$ cat src/rtl/chbt_pkg.sv
// shared constants, codes and interface types for the chained hash bucket table
package chbt_pkg;

    localparam int MAX_BUCKETS = 16;
    localparam int SLOTS       = 8;
    localparam int KEY_W       = 31;
    localparam int BUCKET_W    = $clog2(MAX_BUCKETS);
    localparam int SLOT_W      = $clog2(SLOTS);
    localparam int FILL_W      = $clog2(SLOTS + 1);
    localparam int ADDR_W      = BUCKET_W + SLOT_W;
    localparam int DEPTH       = MAX_BUCKETS * SLOTS;
    localparam int CNT_W       = 5;
    localparam int ACTION_W    = 2;
    localparam int STATUS_W    = 2;
    localparam int DIV_W       = BUCKET_W + 1;
    localparam int MOD_STEPS   = (KEY_W + 1) / 2;
    localparam int STEP_W      = $clog2(MOD_STEPS);

    localparam logic [CNT_W-1:0] BUCKET_COUNT_RESET = CNT_W'(7);

    localparam logic [ACTION_W-1:0] ACT_INSERT = 2'd0;
    localparam logic [ACTION_W-1:0] ACT_DELETE = 2'd1;

    localparam logic [STATUS_W-1:0] ST_OK        = 2'd0;
    localparam logic [STATUS_W-1:0] ST_NOT_FOUND = 2'd1;
    localparam logic [STATUS_W-1:0] ST_FULL      = 2'd2;
    localparam logic [STATUS_W-1:0] ST_EMPTY     = 2'd3;

    typedef struct packed {
        logic              start;
        logic [KEY_W-1:0]  dividend;
        logic [DIV_W-1:0]  divisor;
    } mod_req_t;

    typedef struct packed {
        logic                done;
        logic [BUCKET_W-1:0] rem;
    } mod_rsp_t;

    typedef struct packed {
        logic              we;
        logic [ADDR_W-1:0] waddr;
        logic [KEY_W-1:0]  wdata;
        logic [ADDR_W-1:0] raddr;
    } ram_req_t;

endpackage

$ cat src/rtl/chbt_mod_unit.sv
// iterative key modulo bucket count, two remainder bits per cycle
module chbt_mod_unit
(
    input  logic              clk,
    input  logic              rst_n,
    input  chbt_pkg::mod_req_t req,
    output chbt_pkg::mod_rsp_t rsp
);
    import chbt_pkg::*;

    logic                busy_reg, busy_next;
    logic [STEP_W-1:0]   cnt_reg, cnt_next;
    logic [KEY_W:0]      shift_reg, shift_next;
    logic [BUCKET_W-1:0] rem_reg, rem_next;
    logic [DIV_W-1:0]    div_reg, div_next;
    logic                done_reg, done_next;
    logic [DIV_W-1:0]    t1, t2;
    logic [BUCKET_W-1:0] r1;

    always_comb
    begin
        t1 = {rem_reg, shift_reg[KEY_W]};
        if (t1 >= div_reg)
        begin
            t1 = t1 - div_reg;
        end
        r1 = t1[BUCKET_W-1:0];
        t2 = {r1, shift_reg[KEY_W-1]};
        if (t2 >= div_reg)
        begin
            t2 = t2 - div_reg;
        end
    end

    always_comb
    begin
        busy_next  = busy_reg;
        cnt_next   = cnt_reg;
        shift_next = shift_reg;
        rem_next   = rem_reg;
        div_next   = div_reg;
        done_next  = 1'b0;
        if (req.start)
        begin
            busy_next  = 1'b1;
            cnt_next   = '0;
            shift_next = {1'b0, req.dividend};
            rem_next   = '0;
            div_next   = req.divisor;
        end
        else if (busy_reg)
        begin
            shift_next = {shift_reg[KEY_W-2:0], 2'b00};
            rem_next   = t2[BUCKET_W-1:0];
            cnt_next   = cnt_reg + STEP_W'(1);
            if (cnt_reg == STEP_W'(MOD_STEPS - 1))
            begin
                busy_next = 1'b0;
                done_next = 1'b1;
            end
        end
    end

    always_ff @(posedge clk or negedge rst_n)
    begin
        if (!rst_n)
        begin
            busy_reg <= 1'b0;
            cnt_reg  <= '0;
            done_reg <= 1'b0;
        end
        else
        begin
            busy_reg <= busy_next;
            cnt_reg  <= cnt_next;
            done_reg <= done_next;
        end
    end

    always_ff @(posedge clk)
    begin
        shift_reg <= shift_next;
        rem_reg   <= rem_next;
        div_reg   <= div_next;
    end

    assign rsp.done = done_reg;
    assign rsp.rem  = rem_reg;

endmodule

$ cat config.mk
export PLATFORM = sky130hd
export DESIGN_NAME = chbt_mod_unit
export DESIGN_NICKNAME = d
export VERILOG_FILES = /design/src/rtl/chbt_pkg.sv /design/src/rtl/chbt_mod_unit.sv
export SDC_FILE = /design/constraint.sdc
export NUM_CORES = 1
export LEC_CHECK = 0
export BUFFER_PORTS_ARGS = -buffer_cell sky130_fd_sc_hd__buf_2
export CORE_UTILIZATION = 55
export DETAILED_ROUTE_END_ITERATION = 12
export PLACE_DENSITY = 0.86
export SETUP_SLACK_MARGIN = 0.15
export SKIP_LAST_GASP = 1
export SLEW_MARGIN = 10
export SYNTH_ARGS = -nofsm -noshare
export SYNTH_HDL_FRONTEND = slang
export SYNTH_SLANG_ARGS = --single-unit
$ cat constraint.sdc
create_clock -name clk -period 3.3 [get_ports clk]
set_input_delay 0.33 -clock clk [delete_from_list [all_inputs] [get_ports clk]]
set_output_delay 0.33 -clock clk [all_outputs]
set_load 0.1 [all_outputs]
==> results.md, run 1 <==
- In the final layout, the share of cells above drive strength 1 is 44.4%.
- The worst path in the final design needs a cycle of 2.96 ns, including I/O delays and setup.
- The final number of max-transition violations is 0.
- Across the VDD grid, the largest voltage drop is 0.405 mV.
- The normalized max-slew margin is 52.6%.
- The most instantiated library cell after synthesis is sky130_fd_sc_hd__edfxtp_1.
- The tightest min-delay check is of the in2reg type.
- After the first detailed-routing iteration, the DRC count stood at 84.
- Setup violations remaining at the end of the flow were counted as 0.
- The number of buffers on the longest clock path is 2.
- The final count of hold timing violations is 0.
- The overall power consumption is 1.69 mW.
- CTS built an H-tree with a depth of 2.
- The core outline area is 4060 um^2.
- Clock-pin slew was measured on the worst setup and hold paths at 0.08 ns.
- The number of top-level pins is 44.
- Clock latency on the worst-skew pair, taken at its later pin, is 0.29 ns.
- The final HPWL from detailed placement is 2.79 mm.
- The total overflow left after global routing is 0.
- At the placement stage, the worst setup path has a slack of 0.244 ns.
- The number of nets in the final layout is 267.
- The final clock skew is 0.00715 ns.
- The via-per-instance ratio is 5.35.
- Yosys printed 0 warnings.
- Setup repair after global routing left no endpoint under its margin.
- The highest attainable clock frequency is 0.338 GHz.
- The die is 67.5 um tall.
- In this run the cell area measured after placement is 2620 um^2.
- Leaving out filler cells and counting taps, the final layout contains 266.
- The worst setup path is of the reg2reg kind.
- The floorplan step set the die width to 67.5 um.
- The area enclosed by the die boundary is 4560 um^2.
- The post-route antenna net violation count is 0.
- The number of antenna diodes in the final layout is 0.
- The number of flip-flops in the largest register is 32.
- Once layout is complete, the utilization of the core stands at 67.3%.
- STA puts the critical path data required time at 3.51 ns.
- Power spread over the standard cell area amounts to 620 nW/um^2.
- Wires add up to 3.86 mm.
- In the final routed layout, each cell accounts on average for 14.5 um.
- Summing all non-filler instances in the final layout gives an area of 2730 um^2.
- Yosys mapped a number of flops with a built-in enable equal to 36.
- For this configuration, the core starts out at a cell density of 58.2%.
- The analysis attributes to cell leakage a power of 1.20 nW.
- The number of different library cells in the post-synthesis netlist is 38.
- The worst slack on hold paths is 0.209 ns.
- The iteration count of the initial detailed-routing pass is 4.
- The via count of the first global-routing pass was 1387.
- Along the worst path, the maximum fanout reaches 7.
- TritonCTS built the clock tree.
- The initial antenna violation count is 0.
- The post-route fraction of the period consumed by the critical path is 89.6%.
- Routability-driven placement finished with a final weighted congestion of 0.913.
- In the synthesized netlist, the number of instances is 169.
- By area the synthesized netlist is led by sky130_fd_sc_hd__edfxtp_1 (46%), sky130_fd_sc_hd__mux2_2 (14%), sky130_fd_sc_hd__dfrtp_1 (6.4%), sky130_fd_sc_hd__ha_1 (5.8%), sky130_fd_sc_hd__dfxtp_1 (4.2%).
- After detailed placement, the design holds a cell count of 256.
- Setup slack on the critical path of the routed design comes to 0.345 ns.
- The first-pass GRT wire length is 6.20 mm.
- The category of the worst setup path capture point is a flip-flop.
- The tree built by TritonCTS fans out to 47 sinks.
- After filler insertion, the fill cell instance count of the layout stands at 316.
- The global router's overall resource usage is 19.0%.
- STA classifies the critical path startpoint as a flip-flop.
- The arrival time of data at the critical path endpoint is 3.17 ns.
- In this run the core area contains 23 standard-cell rows.
- The number of max-cap violations is 0.
- At the pin with the least slew margin, the transition time is 0.711 ns.
- In the routed design, unresolved DRC markers number 0.
- The netlist area before placement is 2360 um^2.
- The net count after synthesis is 221.
- Relative to the synthesized area, the layout overhead comes to 15.7%.
- The number of clock buffers added by TritonCTS is 5.
- The final-layout setup total negative slack is 0 ns.
- The tree is rooted in a sky130_fd_sc_hd__clkbuf_8.
- The routed layout has 1423 vias.
- The post-synthesis sequential area ratio is 56.4%.
- The average cell area after synthesis is 14.0 um^2.
- The synthesized design contains 47 register bits.
- The number of input and output port buffers inserted is 43.
- The most instantiated flip-flop cell in the synthesis netlist is sky130_fd_sc_hd__edfxtp_1.
- For this run, asynchronously set or reset flops after synthesis account for 12.8%.
- sky130_fd_sc_hd__edfxtp_1 takes more of the synthesized area than any other cell.
- The pin count of the biggest net entering global routing is 33.
- The share of the synthesized area in the top cell type is 45.8%.
- The run finished with clean final reports.
- In the synthesized netlist, the cells that appear most often are sky130_fd_sc_hd__edfxtp_1 (36), sky130_fd_sc_hd__mux2_2 (29), sky130_fd_sc_hd__ha_1 (11).
[logic make-up (layout without fill, tap and decap cells)]
kind of cell	count (synthesis)	after routing	share of synthesized area, %
DFF	47	47	56.4
xor gates and xnor gates	6	6	2.23
muxes	34	34	16.4
buffers and inverters	16	63	2.91
adders and majority gates	13	13	7.53
AOI/OAI and AO/OA	23	23	8.53
and+or+nand+nor	30	30	6.04
[final cells by class]
cell class / count / area [um^2] / share of cell area [%]
tap: 50 / 62.6 / 2.29
multi-input combinational: 106 / 972 / 35.6
clock inverter: 1 / 5.00 / 0.183
sequential: 47 / 1340 / 49.1
timing repair buffer: 46 / 240 / 8.80
inverter: 9 / 33.8 / 1.24
clock buffer: 7 / 76.3 / 2.79
[power by group]
group	leakage (nW)	internal, mW	switching [mW]
Sequential	0.501	0.711	0.0337
Combinational	0.655	0.266	0.360
Clock	0.0422	0.149	0.176
Total	1.20	1.13	0.569
[worst paths after layout]
kind / slack [ns] / from / cells past startpoint / end
setup / recovery: 0.34 / div_reg[2] / 12 / rem_reg[0]
hold / removal: 0.21 / req[1] / 1 / div_reg[1]
setup reg to reg: 0.34 / div_reg[2] / 12 / rem_reg[0]
hold reg to reg: 0.49 / shift_reg[29] / 2 / shift_reg[31]
max in group asynchronous: 2.78 / rst_n / 2 / busy_reg
min in group asynchronous: 0.38 / rst_n / 2 / cnt_reg[2]
[per-layer routing]
layer	track usage (%)	up-vias	wire length (um)
met2	32.3	36	2020
met1	23.6	677	1620
met5	0	-	0
met4	6.38	0	27
met3	4.56	4	201
li1	-	706	-
[placed cells by master (no fill, tap or decap), drive strengths merged, types with 3 or more instances in the layout]
master and instances:
and2 4, a21oi 5, mux2i 3, a21o 3, buf 45, mux2 31, dfxtp 5, xor2 3
o21ai 3, nor2 10, edfxtp 36, dfrtp 6, clkbuf 7, ha 11, xnor2 3, nand2 7
inv 9, nor2b 3
[worst max-delay path, cell delays in order, from the launching register on]
cell                       delay [ns]
sky130_fd_sc_hd__edfxtp_1        0.36
sky130_fd_sc_hd__inv_1           0.09
sky130_fd_sc_hd__ha_1            0.28
sky130_fd_sc_hd__a21oi_1         0.17
sky130_fd_sc_hd__o21ai_2         0.11
sky130_fd_sc_hd__a21boi_4        0.19
sky130_fd_sc_hd__mux2_4          0.33
sky130_fd_sc_hd__ha_1            0.33
sky130_fd_sc_hd__a21oi_2         0.16
sky130_fd_sc_hd__o21ai_2         0.09
sky130_fd_sc_hd__a31oi_4         0.23
sky130_fd_sc_hd__mux2_4          0.33
sky130_fd_sc_hd__a211oi_2        0.21
[repair_timing]
item	in CTS	in global routing
buffers inserted	0	1
hold buffers	1	0
endpoints found under the setup margin	0	4
gates resized for setup	0	2
endpoints found under the hold margin	6	0
Power figures use the tool's default switching activity.
==> inputs of run 2 (changes only) <==
--- a/config.mk
+++ b/config.mk
@@ -5,6 +5,7 @@
 export SDC_FILE = /design/constraint.sdc
 export NUM_CORES = 1
 export LEC_CHECK = 0
+export ABC_AREA = 1
 export BUFFER_PORTS_ARGS = -buffer_cell sky130_fd_sc_hd__buf_2
 export CORE_UTILIZATION = 55
 export DETAILED_ROUTE_END_ITERATION = 12
==> run 2 against run 1 <==
Effect of this change:
- clock power increased by 9.0%
- highest routed layer unchanged
- combinational power grew 15%
- hold slack lost 0.0046 ns
- die area increased by 0.82%
==> results.md, run 2 <==
- The flow ran to the end, and the final reports show no timing, DRC or antenna violations.
- The number of failing setup endpoints in the final timing report was 0 (unchanged).
- The post-CTS setup repair buffer count was 0 (unchanged).
- The post-route antenna net violation count came to 0 (unchanged).
- The initial antenna violation count was 0 (unchanged).
- The worst setup path is captured at a flip-flop.
- The combined buffer and inverter count along the critical path is 4 (+3).
- The clock transition at the registers of the reported paths is 0.08 ns (about the same).
- The class of the tightest hold or removal check is in2reg.
- The depth of the CTS H-tree is 2 (unchanged).
- The worst supply voltage drop on vdd is 0.480 mV (+19%).
- For this run, the leading register cell type out of synthesis is sky130_fd_sc_hd__edfxtp_1.
- The normalized max-slew margin is 56.1% (+3.5 points).
- The net count after synthesis was 311 (+41%).
- The setup slack of the worst register-to-register path is 0.70 ns (+0.35 ns).
- The clock tree from TritonCTS is built.
- Among all stages on the critical path, the largest delay is contributed by sky130_fd_sc_hd__fa_1.
- The cell repeated most along the worst path is sky130_fd_sc_hd__inv_1.
- The filler cell count is 328 (+3.8%).
- The die outline height is 67.8 um (+0.41%).
- The share of async-settable or async-resettable flops after synthesis came to 12.8% (unchanged).
- The count of routing violations after the opening detailed-route iteration is 116 (+38%).
- The number of inserted diodes came to 0 (unchanged).
- The largest incremental delay on the critical path is 0.38 ns (+0.02 ns).
- The number of buffers on the longest clock path is 2 (unchanged).
- The CTS sink count is 47 (unchanged).
- The clock latency at the later pin of the worst-skew pair is 0.30 ns (about the same).
- The iteration count of the initial detailed-routing pass was 6 (+2).
- The global router's overall resource usage is 22.1% (+3.1 points).
- The final-layout setup total negative slack came to 0 ns (unchanged).
- The number of nets in the final layout is 355 (+33%).
- The slew at the pin closest to its max-slew limit is 0.657 ns (-0.0537 ns).
- The average cell area after synthesis is 9.19 um^2 (-34%).
- The time the final worst path needs with I/O delays and setup is 2.60 ns (-0.351 ns).
- The arrival time of data at the critical path endpoint was 2.79 ns (-0.38 ns).
- By count the netlist is led by sky130_fd_sc_hd__nand2_1 (117), sky130_fd_sc_hd__edfxtp_1 (36), sky130_fd_sc_hd__inv_1 (20).
- The post-route fraction of the period consumed by the critical path came to 78.9% (-11 points).
- The root buffer cell is sky130_fd_sc_hd__clkbuf_8.
- The number of rows in the core area is 23 (unchanged).
- The number of top-level pins was 44 (unchanged).
- The highest attainable clock frequency was 0.384 GHz (+13%).
- The total congestion overflow after global routing came to 0 (unchanged).
- Leaving out fill and tap cells, the most frequent cells in the layout are sky130_fd_sc_hd__nand2_1 (117), sky130_fd_sc_hd__buf_2 (43), sky130_fd_sc_hd__edfxtp_1 (36), sky130_fd_sc_hd__inv_1 (20), sky130_fd_sc_hd__ha_1 (11).
- The post-layout utilization of the core is 66.8% (-0.50 points).
- The number of max-cap violations came to 0 (unchanged).
- The number of enable flip-flop cells after synthesis is 36 (unchanged).
- The commonest non-fill, non-tap cell in the layout is sky130_fd_sc_hd__nand2_1.
- The via-per-instance ratio came to 5.02 (-6.1%).
- The netlist area before placement was 2380 um^2 (+0.85%).
- The share of the synthesized area in the top cell type is 45.4% (-0.38 points).
- The area enclosed by the die boundary is 4600 um^2 (+0.82%).
- The detail-routed net length per standard cell is 12.2 um (-16%).
- The number of different library cells in the post-synthesis netlist is 29 (-24%).
- The starting density of the core is 58.3% (+0.080 points).
- The total clock buffers created by CTS came to 5 (unchanged).
- The number of flip-flops in the largest register came to 32 (unchanged).
- By area the synthesized netlist is led by sky130_fd_sc_hd__edfxtp_1 (45%), sky130_fd_sc_hd__nand2_1 (18%), sky130_fd_sc_hd__dfrtp_1 (6.3%), sky130_fd_sc_hd__ha_1 (5.8%), sky130_fd_sc_hd__dfxtp_1 (4.2%).
- The flop and latch count out of synthesis is 47 (unchanged).
- The final count of hold timing violations is 0 (unchanged).
- The chip width is 67.8 um (+0.41%).
- The first-pass GRT wire length was 7.36 mm (+19%).
- From synthesis to final layout, the design area changed by 14.7%.
- Setup repair after global routing left no endpoint under its margin.
- The gate family responsible for the most delay along the worst path is adder cells.
- The nature of the critical path startpoint is a flip-flop.
- The total number of yosys warnings came to 0 (unchanged).
- The largest fanout on the critical path came to 8 (+1).
- The power density over the cells is 663 nW/um^2 (+6.9%).
- The leakage power of the design is 1.40 nW (+17%).
- The setup path with the least slack is of type reg2reg.
- The share of post-route cells with drive strength above 1 is 23.4% (-21 points).
- The final number of max-transition violations was 0 (unchanged).
- The final clock skew is 0.00486 ns (-0.00229 ns).
- The signal on the critical path passes through inv_1, ha_1, inv_1, fa_1, xnor2_1, nand2_2, nand2_2, inv_1, ha_1, nand2_1, inv_1, a21oi_2, nand3_2, o211ai_1, nand2_1.
- The pin count of the biggest net entering global routing came to 40 (+21%).
- The most instantiated library cell after synthesis is sky130_fd_sc_hd__nand2_1.
- The post-synthesis sequential area ratio came to 55.9% (-0.47 points).
- The overall power consumption is 1.81 mW (+6.8%).
- The number of DRC violations after detailed routing is 0 (unchanged).
- The data required time of the critical path came to 3.49 ns (-0.02 ns).
- The via count of the first global-routing pass is 1719 (+24%).
- Summed over all instances, the cell type with the most area after synthesis is sky130_fd_sc_hd__edfxtp_1.
- The core outline area is 4090 um^2 (+0.71%).
- The synthesized netlist cell count is 259 (+53%).
- The wire length reported by the detailed router came to 4.30 mm (+11%).
- The global placer's final weighted congestion is 0.832 (-9.0%).
- The number of input and output port buffers inserted is 43 (unchanged).
- The final HPWL from detailed placement is 3.16 mm (+13%).
- The total via count after detailed routing is 1778 (+25%).
[run 2: timing repair]
| action | 4_1_cts | 5_1_grt |
|---|---|---|
| hold buffers | 1 | 0 |
| hold endpoints to repair | 6 | 0 |
| resized for setup | 0 | 0 |
| setup endpoints to repair | 0 | 0 |
[run 2: layer usage]
layer,vias up,part of all wire [%],track usage [%]
li1,911,-,-
met2,61,49,36.5
met1,794,43,27.7
met4,0,2.2,7.29
met5,-,0,0
met3,12,5.7,6.59
[run 2: cell type report]
type | count | area (um^2) | area share (%)
multi-input combinational | 178 | 913 | 33.5
tap | 50 | 62.6 | 2.29
inverter | 26 | 98.8 | 3.62
sequential | 47 | 1330 | 48.8
timing repair buffer | 45 | 233 | 8.52
clock inverter | 1 | 5.00 | 0.183
clock buffer | 7 | 86.3 | 3.16
[run 2: cells by family (layout without fill, tap and decap cells)]
| group | after synthesis | in the layout | share of synthesized area [%] |
|---|---|---|---|
| buffers and inverters | 34 | 79 | 5.73 |
| DFF | 47 | 47 | 55.9 |
| adders and majority gates | 13 | 13 | 7.46 |
| xor gates and xnor gates | 4 | 4 | 1.47 |
| and+or+nand+nor | 144 | 144 | 25.1 |
| AOI/OAI and AO/OA | 17 | 17 | 4.31 |
[run 2: per-stage QoR]
step | setup WS, ns | hold WS, ns | std cells | area [um^2]
6_report | 0.695 | 0.205 | 354 | 2730
5_1_grt | 0.506 | 0.194 | 354 | 2730
4_1_cts | 0.709 | 0.194 | 354 | 2730
3_5_place_dp | 0.723 | 0.159 | 345 | 2630
3_3_place_gp | 0.846 | 0.160 | 345 | 2630
2_1_floorplan | 0.374 | 0.0344 | 259 | 2380
[run 2: worst paths after layout]
check                                   start            end  depth (start not counted)
worst max register to register  shift_reg[31]     rem_reg[0]                         15
worst min-delay path                   req[4]     div_reg[4]                          1
worst max-delay path            shift_reg[31]     rem_reg[0]                         15
min in group asynchronous               rst_n     cnt_reg[0]                          2
worst min register to register  shift_reg[29]  shift_reg[31]                          2
max in group asynchronous               rst_n       done_reg                          2
[run 2: where the power goes]
group          internal (mW)  total, mW  switching (mW)  leakage (nW)
Sequential             0.704      0.739          0.0348         0.509
Clock                  0.169      0.353           0.184        0.0482
Combinational          0.241      0.719           0.478         0.838
Total                   1.11       1.81           0.697          1.40
